`src/poi_pkg.sv`:
```
// shared types, constants and tables of the planar odometry integrator
package poi_pkg;

  localparam int CORDIC_ITERATIONS_DEFAULT = 16;
  localparam int ANGLE_BITS_DEFAULT        = 16;

  localparam logic [15:0] GAIN_RESET = 16'd9011;

  // program counter of the sequencer
  localparam int STEP_W = 5;

  // shared multiplier and accumulator widths
  localparam int MUL_A_W = 32;
  localparam int MUL_B_W = 21;
  localparam int PROD_W  = MUL_A_W + MUL_B_W;
  localparam int ACC_W   = PROD_W + 1;

  // rotator: x and y in Q2.30 with headroom, angle residue one bit wider than a turn
  localparam int CR_XY_W     = 34;
  localparam int CR_Z_W      = 33;
  localparam int ATAN_IDX_W  = 5;
  localparam logic signed [CR_XY_W-1:0] CORDIC_K = 34'sd652032874;
  localparam logic signed [CR_XY_W-1:0] ONE_Q30  = 34'sd1073741824;

  // arctangent of 2^-i, 2^32 per turn, padded with zeros to a power of two
  localparam logic [31:0] ATAN_TAB [2**ATAN_IDX_W] = '{
    32'd536870912, 32'd316933406, 32'd167458907, 32'd85004756,
    32'd42667331,  32'd21354465,  32'd10679838,  32'd5340245,
    32'd2670163,   32'd1335087,   32'd667544,    32'd333772,
    32'd166886,    32'd83443,     32'd41722,     32'd20861,
    32'd10430,     32'd5215,      32'd2608,      32'd1304,
    32'd652,       32'd326,       32'd163,       32'd81,
    32'd0, 32'd0, 32'd0, 32'd0, 32'd0, 32'd0, 32'd0, 32'd0
  };

  typedef enum logic [3:0] {
    MUL_GAIN_VX,
    MUL_WZ_DT,
    MUL_C_VXS,
    MUL_S_VY,
    MUL_S_VXS,
    MUL_C_VY,
    MUL_VW_DT,
    MUL_QUAT_C,
    MUL_QUAT_S
  } mul_sel_t;

  typedef enum logic [1:0] {
    ACC_HOLD,
    ACC_LOAD,
    ACC_ADD,
    ACC_SUB
  } acc_op_t;

  typedef enum logic [2:0] {
    RND_12,
    RND_15,
    RND_20,
    RND_24,
    RND_HEAD
  } rnd_sel_t;

  typedef enum logic [2:0] {
    WB_NONE,
    WB_VXS,
    WB_VW,
    WB_POS_X,
    WB_POS_Y,
    WB_HEAD,
    WB_QUAT_Z,
    WB_QUAT_W
  } wb_sel_t;

  typedef enum logic [1:0] {
    CS_NONE,
    CS_HEADING,
    CS_HALF
  } cstart_t;

  typedef enum logic [1:0] {
    COND_NEVER,
    COND_NO_INPUT,
    COND_CORDIC_BUSY,
    COND_OUT_FULL
  } cond_t;

  typedef struct packed {
    logic              take;
    cstart_t           cstart;
    logic              capture;
    mul_sel_t          mul;
    acc_op_t           acc;
    rnd_sel_t          rnd;
    wb_sel_t           wb;
    logic              emit;
    cond_t             cond;
    logic [STEP_W-1:0] target;
  } cw_t;

  typedef struct packed {
    logic in_valid;
    logic cordic_busy;
    logic out_full;
  } stat_t;

  localparam cw_t CW_NOP = '{
    take:    1'b0,
    cstart:  CS_NONE,
    capture: 1'b0,
    mul:     MUL_GAIN_VX,
    acc:     ACC_HOLD,
    rnd:     RND_12,
    wb:      WB_NONE,
    emit:    1'b0,
    cond:    COND_NEVER,
    target:  '0
  };

endpackage

```
`src/poi_seq.sv`:
```
// microprogram store, step counter and jump logic
module poi_seq (
  input  logic            clk,
  input  logic            rst,
  input  poi_pkg::stat_t  stat,
  output poi_pkg::cw_t    cw
);

  localparam logic [poi_pkg::STEP_W-1:0] ST_IDLE    = 5'd0;
  localparam logic [poi_pkg::STEP_W-1:0] ST_GAIN    = 5'd1;
  localparam logic [poi_pkg::STEP_W-1:0] ST_YAWMUL  = 5'd2;
  localparam logic [poi_pkg::STEP_W-1:0] ST_VXS     = 5'd3;
  localparam logic [poi_pkg::STEP_W-1:0] ST_HEAD    = 5'd4;
  localparam logic [poi_pkg::STEP_W-1:0] ST_WAIT_C1 = 5'd5;
  localparam logic [poi_pkg::STEP_W-1:0] ST_CAPTURE = 5'd6;
  localparam logic [poi_pkg::STEP_W-1:0] ST_MX0     = 5'd7;
  localparam logic [poi_pkg::STEP_W-1:0] ST_MX1     = 5'd8;
  localparam logic [poi_pkg::STEP_W-1:0] ST_MX2     = 5'd9;
  localparam logic [poi_pkg::STEP_W-1:0] ST_VWX     = 5'd10;
  localparam logic [poi_pkg::STEP_W-1:0] ST_MY2     = 5'd11;
  localparam logic [poi_pkg::STEP_W-1:0] ST_VWY     = 5'd12;
  localparam logic [poi_pkg::STEP_W-1:0] ST_POSX    = 5'd13;
  localparam logic [poi_pkg::STEP_W-1:0] ST_DTY     = 5'd14;
  localparam logic [poi_pkg::STEP_W-1:0] ST_POSY    = 5'd15;
  localparam logic [poi_pkg::STEP_W-1:0] ST_WAIT_C2 = 5'd16;
  localparam logic [poi_pkg::STEP_W-1:0] ST_QMUL_C  = 5'd17;
  localparam logic [poi_pkg::STEP_W-1:0] ST_QMUL_S  = 5'd18;
  localparam logic [poi_pkg::STEP_W-1:0] ST_QW      = 5'd19;
  localparam logic [poi_pkg::STEP_W-1:0] ST_QZ      = 5'd20;
  localparam logic [poi_pkg::STEP_W-1:0] ST_EMIT    = 5'd21;

  logic [poi_pkg::STEP_W-1:0] step;
  logic [poi_pkg::STEP_W-1:0] step_next;
  logic                       jump;

  // product is registered in prod, then taken by acc, which the writeback reads
  function automatic poi_pkg::cw_t rom_word(input logic [poi_pkg::STEP_W-1:0] s);
    poi_pkg::cw_t w;
    w = poi_pkg::CW_NOP;
    unique case (s)
      ST_IDLE: begin
        w.take   = 1'b1;
        w.cond   = poi_pkg::COND_NO_INPUT;
        w.target = ST_IDLE;
      end
      ST_GAIN: begin
        w.cstart = poi_pkg::CS_HEADING;
        w.mul    = poi_pkg::MUL_GAIN_VX;
      end
      ST_YAWMUL: begin
        w.acc = poi_pkg::ACC_LOAD;
        w.mul = poi_pkg::MUL_WZ_DT;
      end
      ST_VXS: begin
        w.rnd = poi_pkg::RND_12;
        w.wb  = poi_pkg::WB_VXS;
        w.acc = poi_pkg::ACC_LOAD;
      end
      ST_HEAD: begin
        w.rnd = poi_pkg::RND_HEAD;
        w.wb  = poi_pkg::WB_HEAD;
      end
      ST_WAIT_C1: begin
        w.cond   = poi_pkg::COND_CORDIC_BUSY;
        w.target = ST_WAIT_C1;
      end
      ST_CAPTURE: begin
        w.capture = 1'b1;
        w.cstart  = poi_pkg::CS_HALF;
      end
      ST_MX0: begin
        w.mul = poi_pkg::MUL_C_VXS;
      end
      ST_MX1: begin
        w.mul = poi_pkg::MUL_S_VY;
        w.acc = poi_pkg::ACC_LOAD;
      end
      ST_MX2: begin
        w.mul = poi_pkg::MUL_S_VXS;
        w.acc = poi_pkg::ACC_SUB;
      end
      ST_VWX: begin
        w.rnd = poi_pkg::RND_24;
        w.wb  = poi_pkg::WB_VW;
        w.acc = poi_pkg::ACC_LOAD;
        w.mul = poi_pkg::MUL_C_VY;
      end
      ST_MY2: begin
        w.acc = poi_pkg::ACC_ADD;
        w.mul = poi_pkg::MUL_VW_DT;
      end
      ST_VWY: begin
        w.rnd = poi_pkg::RND_24;
        w.wb  = poi_pkg::WB_VW;
        w.acc = poi_pkg::ACC_LOAD;
      end
      ST_POSX: begin
        w.rnd = poi_pkg::RND_20;
        w.wb  = poi_pkg::WB_POS_X;
        w.mul = poi_pkg::MUL_VW_DT;
      end
      ST_DTY: begin
        w.acc = poi_pkg::ACC_LOAD;
      end
      ST_POSY: begin
        w.rnd = poi_pkg::RND_20;
        w.wb  = poi_pkg::WB_POS_Y;
      end
      ST_WAIT_C2: begin
        w.cond   = poi_pkg::COND_CORDIC_BUSY;
        w.target = ST_WAIT_C2;
      end
      ST_QMUL_C: begin
        w.mul = poi_pkg::MUL_QUAT_C;
      end
      ST_QMUL_S: begin
        w.mul = poi_pkg::MUL_QUAT_S;
        w.acc = poi_pkg::ACC_LOAD;
      end
      ST_QW: begin
        w.rnd = poi_pkg::RND_15;
        w.wb  = poi_pkg::WB_QUAT_W;
        w.acc = poi_pkg::ACC_LOAD;
      end
      ST_QZ: begin
        w.rnd = poi_pkg::RND_15;
        w.wb  = poi_pkg::WB_QUAT_Z;
      end
      ST_EMIT: begin
        w.emit   = 1'b1;
        w.cond   = poi_pkg::COND_OUT_FULL;
        w.target = ST_EMIT;
      end
      default: ;
    endcase
    return w;
  endfunction

  assign cw = rom_word(step);

  always_comb begin
    unique case (cw.cond)
      poi_pkg::COND_NEVER:       jump = 1'b0;
      poi_pkg::COND_NO_INPUT:    jump = !stat.in_valid;
      poi_pkg::COND_CORDIC_BUSY: jump = stat.cordic_busy;
      poi_pkg::COND_OUT_FULL:    jump = stat.out_full;
      default:                   jump = 1'b0;
    endcase
  end

  always_comb begin
    if (jump) begin
      step_next = cw.target;
    end else if (step == ST_EMIT) begin
      step_next = ST_IDLE;
    end else begin
      step_next = step + 5'd1;
    end
  end

  always_ff @(posedge clk) begin
    if (rst) begin
      step <= ST_IDLE;
    end else begin
      step <= step_next;
    end
  end

endmodule

```
`src/poi_cordic.sv`:
```
// iterative cordic rotator, one micro-rotation per cycle, sin and cos in Q2.30
module poi_cordic #(
  parameter int ITERATIONS = poi_pkg::CORDIC_ITERATIONS_DEFAULT
) (
  input  logic               clk,
  input  logic               rst,
  input  logic               start,
  input  logic [31:0]        angle,
  output logic               busy,
  output logic signed [31:0] cos_q,
  output logic signed [31:0] sin_q
);

  localparam logic [poi_pkg::ATAN_IDX_W-1:0] ITER_END = poi_pkg::ATAN_IDX_W'(ITERATIONS);

  logic signed [poi_pkg::CR_XY_W-1:0] x;
  logic signed [poi_pkg::CR_XY_W-1:0] y;
  logic signed [poi_pkg::CR_Z_W-1:0]  z;
  logic                               flip;
  logic [poi_pkg::ATAN_IDX_W-1:0]     iter;

  logic                               fold;
  logic [31:0]                        folded;
  logic signed [poi_pkg::CR_XY_W-1:0] xs;
  logic signed [poi_pkg::CR_XY_W-1:0] ys;
  logic [poi_pkg::CR_Z_W-1:0]         atan;
  logic signed [31:0]                 c_sat;
  logic signed [31:0]                 s_sat;

  function automatic logic signed [31:0] sat_q30(input logic signed [poi_pkg::CR_XY_W-1:0] v);
    logic signed [31:0] r;
    if (v > poi_pkg::ONE_Q30) begin
      r = 32'sh4000_0000;
    end else if (v < -poi_pkg::ONE_Q30) begin
      r = -32'sh4000_0000;
    end else begin
      r = v[31:0];
    end
    return r;
  endfunction

  // second and third quadrant: rotate by half a turn and negate the result
  assign fold   = angle[31] ^ angle[30];
  assign folded = {angle[31] ^ fold, angle[30:0]};

  assign xs    = x >>> iter;
  assign ys    = y >>> iter;
  assign atan  = poi_pkg::CR_Z_W'(poi_pkg::ATAN_TAB[iter]);
  assign c_sat = sat_q30(x);
  assign s_sat = sat_q30(y);

  always_ff @(posedge clk) begin
    if (rst) begin
      busy <= 1'b0;
      iter <= '0;
    end else if (start) begin
      busy <= 1'b1;
      iter <= '0;
    end else if (busy) begin
      if (iter == ITER_END) begin
        busy <= 1'b0;
      end else begin
        iter <= iter + 1'b1;
      end
    end
  end

  always_ff @(posedge clk) begin
    if (start) begin
      x    <= poi_pkg::CORDIC_K;
      y    <= '0;
      z    <= poi_pkg::CR_Z_W'($signed(folded));
      flip <= fold;
    end else if (busy) begin
      if (iter != ITER_END) begin
        if (!z[poi_pkg::CR_Z_W-1]) begin
          x <= x - ys;
          y <= y + xs;
          z <= z - $signed(atan);
        end else begin
          x <= x + ys;
          y <= y - xs;
          z <= z + $signed(atan);
        end
      end else begin
        cos_q <= flip ? -c_sat : c_sat;
        sin_q <= flip ? -s_sat : s_sat;
      end
    end
  end

endmodule

```
`src/poi_datapath.sv`:
```
// datapath: shared multiplier, accumulator, rounding writeback, pose state and result register
module poi_datapath #(
  parameter int ANGLE_BITS = poi_pkg::ANGLE_BITS_DEFAULT
) (
  input  logic               clk,
  input  logic               rst,
  input  poi_pkg::cw_t       cw,
  input  logic               in_accept,
  input  logic signed [15:0] vel_x,
  input  logic signed [15:0] vel_y,
  input  logic signed [23:0] yaw_rate,
  input  logic [19:0]        elapsed,
  input  logic [15:0]        linear_gain,
  input  logic signed [31:0] cos_q,
  input  logic signed [31:0] sin_q,
  output logic [31:0]        angle,
  output logic               out_full,
  output logic               out_valid,
  input  logic               out_stall,
  output logic signed [31:0] pos_x,
  output logic signed [31:0] pos_y,
  output logic [15:0]        heading_out,
  output logic signed [15:0] quat_z,
  output logic signed [15:0] quat_w,
  output logic signed [15:0] vel_x_scaled,
  output logic signed [15:0] vel_y_out,
  output logic signed [23:0] yaw_rate_out
);

  localparam int ACC_W = poi_pkg::ACC_W;
  localparam logic [4:0] HEAD_SHIFT = 5'(36 - ANGLE_BITS);
  localparam logic signed [ACC_W-1:0] S16_MAX = ACC_W'(32767);
  localparam logic signed [ACC_W-1:0] S16_MIN = ACC_W'(-32768);
  localparam logic signed [33:0] P_MAX = 34'sd2147483647;
  localparam logic signed [33:0] P_MIN = -34'sd2147483648;

  // latched tick
  logic signed [15:0] vx;
  logic signed [15:0] vy;
  logic signed [23:0] wz;
  logic [19:0]        dt;

  // working registers
  logic signed [15:0]                 vxs;
  logic signed [31:0]                 cap_c;
  logic signed [31:0]                 cap_s;
  logic signed [poi_pkg::MUL_A_W-1:0] vw;
  logic signed [poi_pkg::PROD_W-1:0]  prod;
  logic signed [ACC_W-1:0]            acc;
  logic signed [15:0]                 qz;
  logic signed [15:0]                 qw;

  // pose state
  logic signed [31:0]       acc_x;
  logic signed [31:0]       acc_y;
  logic [ANGLE_BITS-1:0]    heading;

  logic signed [poi_pkg::MUL_A_W-1:0] mul_a;
  logic signed [poi_pkg::MUL_B_W-1:0] mul_b;
  logic [4:0]                         sh;
  logic signed [ACC_W-1:0]            half;
  logic signed [ACC_W-1:0]            rnd;
  logic [31:0]                        a32;
  logic                               emit_fire;

  function automatic logic signed [15:0] sat16(input logic signed [ACC_W-1:0] v);
    logic signed [15:0] r;
    if (v > S16_MAX) begin
      r = 16'sh7FFF;
    end else if (v < S16_MIN) begin
      r = -16'sh8000;
    end else begin
      r = v[15:0];
    end
    return r;
  endfunction

  function automatic logic signed [31:0] sat_pos(input logic signed [33:0] v);
    logic signed [31:0] r;
    if (v > P_MAX) begin
      r = 32'sh7FFF_FFFF;
    end else if (v < P_MIN) begin
      r = -32'sh8000_0000;
    end else begin
      r = v[31:0];
    end
    return r;
  endfunction

  // heading as a 32-bit binary angle
  assign a32   = 32'(heading) << (32 - ANGLE_BITS);
  assign angle = (cw.cstart == poi_pkg::CS_HALF) ? {1'b0, a32[31:1]} : a32;

  assign out_full  = out_valid && out_stall;
  assign emit_fire = cw.emit && !out_full;

  always_comb begin
    unique case (cw.mul)
      poi_pkg::MUL_GAIN_VX: begin
        mul_a = poi_pkg::MUL_A_W'($signed({1'b0, linear_gain}));
        mul_b = poi_pkg::MUL_B_W'(vx);
      end
      poi_pkg::MUL_WZ_DT: begin
        mul_a = poi_pkg::MUL_A_W'(wz);
        mul_b = $signed({1'b0, dt});
      end
      poi_pkg::MUL_C_VXS: begin
        mul_a = cap_c;
        mul_b = poi_pkg::MUL_B_W'(vxs);
      end
      poi_pkg::MUL_S_VY: begin
        mul_a = cap_s;
        mul_b = poi_pkg::MUL_B_W'(vy);
      end
      poi_pkg::MUL_S_VXS: begin
        mul_a = cap_s;
        mul_b = poi_pkg::MUL_B_W'(vxs);
      end
      poi_pkg::MUL_C_VY: begin
        mul_a = cap_c;
        mul_b = poi_pkg::MUL_B_W'(vy);
      end
      poi_pkg::MUL_VW_DT: begin
        mul_a = vw;
        mul_b = $signed({1'b0, dt});
      end
      poi_pkg::MUL_QUAT_C: begin
        mul_a = cos_q;
        mul_b = poi_pkg::MUL_B_W'(1);
      end
      poi_pkg::MUL_QUAT_S: begin
        mul_a = sin_q;
        mul_b = poi_pkg::MUL_B_W'(1);
      end
      default: begin
        mul_a = '0;
        mul_b = '0;
      end
    endcase
  end

  // round half up, then arithmetic shift
  always_comb begin
    unique case (cw.rnd)
      poi_pkg::RND_12:   sh = 5'd12;
      poi_pkg::RND_15:   sh = 5'd15;
      poi_pkg::RND_20:   sh = 5'd20;
      poi_pkg::RND_24:   sh = 5'd24;
      poi_pkg::RND_HEAD: sh = HEAD_SHIFT;
      default:           sh = 5'd12;
    endcase
    half = ACC_W'(1) << (sh - 5'd1);
    rnd  = (acc + half) >>> sh;
  end

  always_ff @(posedge clk) begin
    if (in_accept) begin
      vx <= vel_x;
      vy <= vel_y;
      wz <= yaw_rate;
      dt <= elapsed;
    end
    if (cw.capture) begin
      cap_c <= cos_q;
      cap_s <= sin_q;
    end
    prod <= mul_a * mul_b;
    unique case (cw.acc)
      poi_pkg::ACC_HOLD: acc <= acc;
      poi_pkg::ACC_LOAD: acc <= ACC_W'(prod);
      poi_pkg::ACC_ADD:  acc <= acc + ACC_W'(prod);
      poi_pkg::ACC_SUB:  acc <= acc - ACC_W'(prod);
      default:           acc <= acc;
    endcase
    unique case (cw.wb)
      poi_pkg::WB_VXS:    vxs <= sat16(rnd);
      poi_pkg::WB_VW:     vw  <= rnd[poi_pkg::MUL_A_W-1:0];
      poi_pkg::WB_QUAT_Z: qz  <= sat16(rnd);
      poi_pkg::WB_QUAT_W: qw  <= sat16(rnd);
      default: ;
    endcase
    if (emit_fire) begin
      pos_x        <= acc_x;
      pos_y        <= acc_y;
      heading_out  <= a32[31:16];
      quat_z       <= qz;
      quat_w       <= qw;
      vel_x_scaled <= vxs;
      vel_y_out    <= vy;
      yaw_rate_out <= wz;
    end
  end

  always_ff @(posedge clk) begin
    if (rst) begin
      acc_x     <= '0;
      acc_y     <= '0;
      heading   <= '0;
      out_valid <= 1'b0;
    end else begin
      unique case (cw.wb)
        poi_pkg::WB_POS_X: acc_x   <= sat_pos(34'(acc_x) + rnd[33:0]);
        poi_pkg::WB_POS_Y: acc_y   <= sat_pos(34'(acc_y) + rnd[33:0]);
        poi_pkg::WB_HEAD:  heading <= heading + rnd[ANGLE_BITS-1:0];
        default: ;
      endcase
      if (emit_fire) begin
        out_valid <= 1'b1;
      end else if (!out_stall) begin
        out_valid <= 1'b0;
      end
    end
  end

endmodule

```
`src/planar_odometry_integrator.sv`:
```
// top level of the planar odometry integrator: gain register, sequencer, rotator, datapath
//
// Usage
//   Ticks come in on in_valid/in_stall with vel_x, vel_y, yaw_rate and elapsed;
//   each tick gives exactly one result on out_valid/out_stall. A transfer
//   happens at a clock edge with valid high and stall low.
//   linear_gain is loaded by cfg_write/cfg_data. The user must load it only while
//   no tick is in progress; the block itself does not enforce this. A tick runs
//   from its input transfer to out_valid through the microprogram, and the next
//   tick is taken on the cycle the result appears, so ticks are handled one at
//   a time. The time each takes is set by the two passes through the single
//   iterative rotator (old heading for the position step, half the new heading
//   for the quaternion), with the microprogram feeding the one shared multiplier
//   in between.
//   The result sits in an output register: a stalled receiver does not hold up
//   the next tick, only its final hand-over, which waits for the register to free.
//   Reset (rst, synchronous) clears position and heading to zero, sets the gain
//   to 2.2 and leaves the block idle with no result pending.
module planar_odometry_integrator #(
  parameter int CORDIC_ITERATIONS = poi_pkg::CORDIC_ITERATIONS_DEFAULT,
  parameter int ANGLE_BITS        = poi_pkg::ANGLE_BITS_DEFAULT
) (
  input  logic               clk,
  input  logic               rst,
  input  logic               cfg_write,
  input  logic [15:0]        cfg_data,
  input  logic               in_valid,
  output logic               in_stall,
  input  logic signed [15:0] vel_x,
  input  logic signed [15:0] vel_y,
  input  logic signed [23:0] yaw_rate,
  input  logic [19:0]        elapsed,
  output logic               out_valid,
  input  logic               out_stall,
  output logic signed [31:0] pos_x,
  output logic signed [31:0] pos_y,
  output logic [15:0]        heading_out,
  output logic signed [15:0] quat_z,
  output logic signed [15:0] quat_w,
  output logic signed [15:0] vel_x_scaled,
  output logic signed [15:0] vel_y_out,
  output logic signed [23:0] yaw_rate_out
);

  logic [15:0]        linear_gain;
  poi_pkg::cw_t       cw;
  poi_pkg::stat_t     stat;
  logic               in_accept;
  logic               cordic_start;
  logic               cordic_busy;
  logic [31:0]        angle;
  logic signed [31:0] cos_q;
  logic signed [31:0] sin_q;
  logic               out_full;

  always_ff @(posedge clk) begin
    if (rst) begin
      linear_gain <= poi_pkg::GAIN_RESET;
    end else if (cfg_write) begin
      linear_gain <= cfg_data;
    end
  end

  assign in_stall     = !cw.take;
  assign in_accept    = in_valid && !in_stall;
  assign cordic_start = (cw.cstart != poi_pkg::CS_NONE);

  assign stat.in_valid    = in_valid;
  assign stat.cordic_busy = cordic_busy;
  assign stat.out_full    = out_full;

  poi_seq u_seq (
    .clk  (clk),
    .rst  (rst),
    .stat (stat),
    .cw   (cw)
  );

  poi_cordic #(
    .ITERATIONS (CORDIC_ITERATIONS)
  ) u_cordic (
    .clk   (clk),
    .rst   (rst),
    .start (cordic_start),
    .angle (angle),
    .busy  (cordic_busy),
    .cos_q (cos_q),
    .sin_q (sin_q)
  );

  poi_datapath #(
    .ANGLE_BITS (ANGLE_BITS)
  ) u_datapath (
    .clk          (clk),
    .rst          (rst),
    .cw           (cw),
    .in_accept    (in_accept),
    .vel_x        (vel_x),
    .vel_y        (vel_y),
    .yaw_rate     (yaw_rate),
    .elapsed      (elapsed),
    .linear_gain  (linear_gain),
    .cos_q        (cos_q),
    .sin_q        (sin_q),
    .angle        (angle),
    .out_full     (out_full),
    .out_valid    (out_valid),
    .out_stall    (out_stall),
    .pos_x        (pos_x),
    .pos_y        (pos_y),
    .heading_out  (heading_out),
    .quat_z       (quat_z),
    .quat_w       (quat_w),
    .vel_x_scaled (vel_x_scaled),
    .vel_y_out    (vel_y_out),
    .yaw_rate_out (yaw_rate_out)
  );

  // the microprogram must never restart the rotator mid-rotation
  a_start_idle: assert property (@(posedge clk) disable iff (rst)
    cordic_start |-> !cordic_busy)
    else $error("rotator restarted while busy");

  // sine and cosine are only taken once the rotator has finished
  a_capture_done: assert property (@(posedge clk) disable iff (rst)
    cw.capture |-> !cordic_busy)
    else $error("rotator output captured while busy");

  // a new result only appears after the hand-over step
  a_result_source: assert property (@(posedge clk) disable iff (rst)
    $rose(out_valid) |-> $past(cw.emit))
    else $error("result appeared without a hand-over step");

  // a freshly taken tick cannot be handed over on the next step
  a_no_early_emit: assert property (@(posedge clk) disable iff (rst)
    in_accept |=> !cw.emit)
    else $error("hand-over directly after an input transfer");

endmodule

```
`config.mk`:
```
export PLATFORM = sky130hd
export DESIGN_NAME = planar_odometry_integrator
export DESIGN_NICKNAME = d
export VERILOG_FILES = /design/src/poi_pkg.sv /design/src/poi_seq.sv /design/src/poi_cordic.sv /design/src/poi_datapath.sv /design/src/planar_odometry_integrator.sv
export SDC_FILE = /design/constraint.sdc
export NUM_CORES = 2
export LEC_CHECK = 0
export BUFFER_PORTS_ARGS = -buffer_cell sky130_fd_sc_hd__clkbuf_2
export CORE_MARGIN = 1.5
export CORE_UTILIZATION = 25
export CTS_BUF_LIST = sky130_fd_sc_hd__clkbuf_4 sky130_fd_sc_hd__clkbuf_8 sky130_fd_sc_hd__clkbuf_16
export DETAILED_ROUTE_END_ITERATION = 12
export GPL_ROUTABILITY_DRIVEN = 0
export REMOVE_ABC_BUFFERS = 1
export SYNTH_ARGS = -nofsm -noshare
export SYNTH_HDL_FRONTEND = slang
export SYNTH_SLANG_ARGS = --single-unit
```
`constraint.sdc`:
```
create_clock -name clk -period 15.6 [get_ports clk]
set_clock_uncertainty 0.15 [all_clocks]
set_input_delay 2.34 -clock clk [delete_from_list [all_inputs] [get_ports clk]]
set_output_delay 2.34 -clock clk [all_outputs]
set_load 0.05 [all_outputs]
```
==> results.md <==
* Cell depth of the worst setup path at 34
* Worst setup path endpoint: u_datapath.prod[49]$_DFF_P_
* Iteration count of the initial detailed-routing pass at 7
* Core Rows at about 200
* Via density at 5.00
* Worst Max-Slew Pin Slew at approximately 1.4 ns
* Most Frequent Cell on Critical Path: fa_1
* Fmax achieved at around 86 MHz
* Vias in the first global route at between 50000 and 60000
* Core area at 291000 µm²
* Met1 usage at 21.2%
* FF-to-FF path depth at 34
* Most used DFF post-synth: edfxtp_1
* Global routing met2 resource utilization at 26.1%
* Post-route ant nets at 0
* Arr. time, crit path at about 12 ns
* Die Y-Extent at between 500 and 600 µm
* VDD IR max at 609 µV
* Sum of buffers and inverters on the critical path at 7
* Final worst path period share at 74.6%
* MaxCap Viol Count at 0
* R2R setup slack at 3.97 ns
* H-tree depth at 3
* Synthesis warning total at 0
* Gr busiest metal: met2
* Layout cells sized above 1 at 9.96%
* Synth top area share at 22.2%
* Clk sinks at ~770
* Worst-path clk slew at 0.06 ns
* Largest cells by area after synthesis: edfxtp_1 22%, fa_1 18%, ha_1 6.8%
* #FFs+latches synth at 769
* RSZ-0062 raised after global routing: false
* Switching Fraction at 48.6%
* Setup crit end kind: register
* Hold Slack at 0.268 ns
* Total power at between 15000 and 20000 µW
* Die width at 544 µm
* Seq/Total Area, Yosys at 28.4%
* Top-count cell post-synth: nand2_1
* Tmin final at about 12 ns
* Final wirelength at approximately 250000 µm
* Hold-fix buffers, CTS at 0
* IO buf count at roughly 270
* DIE AREA at roughly 300000 µm²
* Synth cell types at 117
* Critical Path Start Type: register
* Maximum root-to-sink buffer count at 4
* Logic pwr share at 71.7%
* Number of flops mapped to enable cells by yosys at 540
* TritonCTS clock tree: built
* Hpwl dp at about 190000 µm
* First-pass GRT wire length at 367000 µm
* Initial Utilization at 25.1%
* Total number of vias at 59200
* Pins Over Slew Limit at 0
* Slowest cell delay on critical path at 0.82 ns
* WP data required at about 16 ns
* Clk pwr share at 12.0%
* Status: completed
* Initial antenna violation count at 22
* Congestion Overflow GR at 0
* Area Growth Syn to Fin at 12.4%
* Leak Pwr at 0.0340 µW
* Ys async rst share at 0%
* Final setup TNS at 0 ns
* Nets at around 9000
* Setup Viol. Count Final at 0
* R2R Path End: u_datapath.prod[49]$_DFF_P_
* Placed insts at ~12000
* Worst hold path class: register to register
* Post-route insts no fill at 11800
* Sequential power share at 16.2%
* Worst-skew pair later-pin latency at 0.82 ns
* R2R Path Start: u_seq.step[1]$_SDFF_PP0_
* Io pins at approximately 270
* Largest net degree at the start of global routing at 89
* Total GRT Usage at 16.3%
* Delay-heaviest family, CP: adder cells
* Syn_area_per_cell at 9.44 µm²
* Top post-synthesis cells by count: 1132 x nand2_1, 756 x inv_1, 676 x fa_1
* Net Sw Power at between 9000 and 10000 µW
* Post-CTS Setup Bufs at 0
* CP startpoint: u_seq.step[1]$_SDFF_PP0_
* WL per Instance at approximately 21 µm
* Synth area leader: edfxtp_1
* CTS Buf Count at 94
* Slowest stage cell, crit path: o22ai_2
* Fin. Hold Viols at 0
* Met3 layer usage reported by global route at under 10%
* DRC errors left at 0
* Worst slew margin at 4.82%
* Root buf cell: clkbuf_16
* Synth Instances at roughly 7800
* P_int at 9980 µW
* Critical path class: register to register
* Post-cts sizing count at 0
* Mapped cell area at ~73000 µm²
* 1st-iter DRT viols at 5391
* Largest fanout on the critical path at 42
* Pwr Density at 236 nW/µm²
[cell families after synthesis]
family                     after synthesis  share of synthesized area (%)
other                                    2                         0.0103
buffers and inverters                 1181                           6.25
DFF                                    769                           28.4
and+or+nand+nor                       2387                           14.6
xor gates and xnor gates               461                           5.55
AOI/OAI and AO/OA                     1672                           15.2
adders and majority gates             1075                           25.3
muxes                                  204                           4.61
[sequential cells by signal, indices dropped and copies added, names as in the netlist, 33 cells and up]
signal	cells
u_datapath.acc	54
u_cordic.y	34
u_cordic.z	33
u_datapath.prod	53
u_cordic.x	34
[placed cells by master (no fill, tap or decap), types with 44 or more instances in the layout]
| cell | synthesis | routed |
|---|---|---|
| edfxtp_1 | 540 | 540 |
| ha_1 | 399 | 399 |
| and2_1 | 96 | 96 |
| nor2_1 | 558 | 548 |
| nor2b_1 | 54 | 53 |
| o21a_1 | 58 | 58 |
| clkbuf_16 | 0 | 95 |
| a21oi_1 | 463 | 462 |
| o21ai_0 | 305 | 303 |
| nand2_1 | 1132 | 1131 |
| inv_1 | 756 | 756 |
| clkbuf_2 | 2 | 265 |
| xnor2_1 | 259 | 259 |
| and3_1 | 49 | 47 |
| a31oi_1 | 52 | 51 |
| buf_4 | 6 | 138 |
| a211oi_1 | 107 | 107 |
| o31ai_1 | 46 | 44 |
| nand3_1 | 107 | 107 |
| dfxtp_1 | 229 | 224 |
| mux4_2 | 76 | 76 |
| a21o_1 | 162 | 162 |
| nand4_1 | 55 | 55 |
| nor3_1 | 90 | 84 |
| mux2i_1 | 78 | 78 |
| nand2b_1 | 77 | 76 |
| o21bai_1 | 52 | 52 |
| fa_1 | 676 | 676 |
| xor2_1 | 200 | 200 |
[power by group through the flow]
| stage | Sequential (µW) | Clock [µW] | Combinational (µW) |
|---|---|---|---|
| after floorplan | 2980 | 0 | 10700 |
| after global placement | 3170 | 0 | 13900 |
| after detailed placement | 3180 | 0 | 13900 |
| after CTS | 3130 | 2390 | 14000 |
| after global routing | 3170 | 2460 | 15700 |
| final | 3150 | 2340 | 13900 |
[layout make-up]
type / instances / area [µm²]
Clock inverter: 55 / 704
Fill cell: 30700 / 209000
Antenna cell: 6 / 15.0
Timing Repair Buffer: 403 / 2360
Clock buffer: 116 / 2540
Multi-Input combinational cell: 5812 / 48000
Tap cell: 3900 / 4880
Sequential cell: 769 / 20800
Inverter: 769 / 2890
[metal layers]
layer,up-vias,routed length (µm),share of wire [%]
met3,459,19800,8.0
met2,2423,112000,46
met4,8,13100,5.3
li1,27100,-,-
met1,29200,101000,41
met5,-,65,0.026
[how the worst min path moves through the flow]
| stage | start | end | slack [ns] | cells past startpoint |
|---|---|---|---|---|
| after floorplan | u_datapath.qw[0]$_DFFE_PN_ | u_datapath.quat_w[0]$_DFFE_PP_ | 0.25 | 0 |
| after global placement | u_datapath.qw[0]$_DFFE_PN_ | u_datapath.quat_w[0]$_DFFE_PP_ | 0.25 | 0 |
| after detailed placement | u_datapath.qw[10]$_DFFE_PN_ | u_datapath.quat_w[10]$_DFFE_PP_ | 0.25 | 0 |
| after CTS | u_datapath.acc_x[10]$_SDFFE_PP0N_ | u_datapath.pos_x[10]$_DFFE_PP_ | 0.27 | 0 |
| after global routing | u_datapath.qz[4]$_DFFE_PN_ | u_datapath.quat_z[4]$_DFFE_PP_ | 0.27 | 0 |
| final | u_datapath.qz[15]$_DFFE_PN_ | u_datapath.quat_z[15]$_DFFE_PP_ | 0.27 | 0 |
[stage by stage]
stage	util, %	setup WS, ns	cell area [µm²]
6_report	28.3	3.97	82200
5_1_grt	28.3	3.27	82200
4_1_cts	28.2	4.06	82200
3_5_place_dp	27.1	4.13	79000
3_3_place_gp	27.1	4.21	79000
2_1_floorplan	-	4.27	71500
Power figures use the tool's default switching activity.
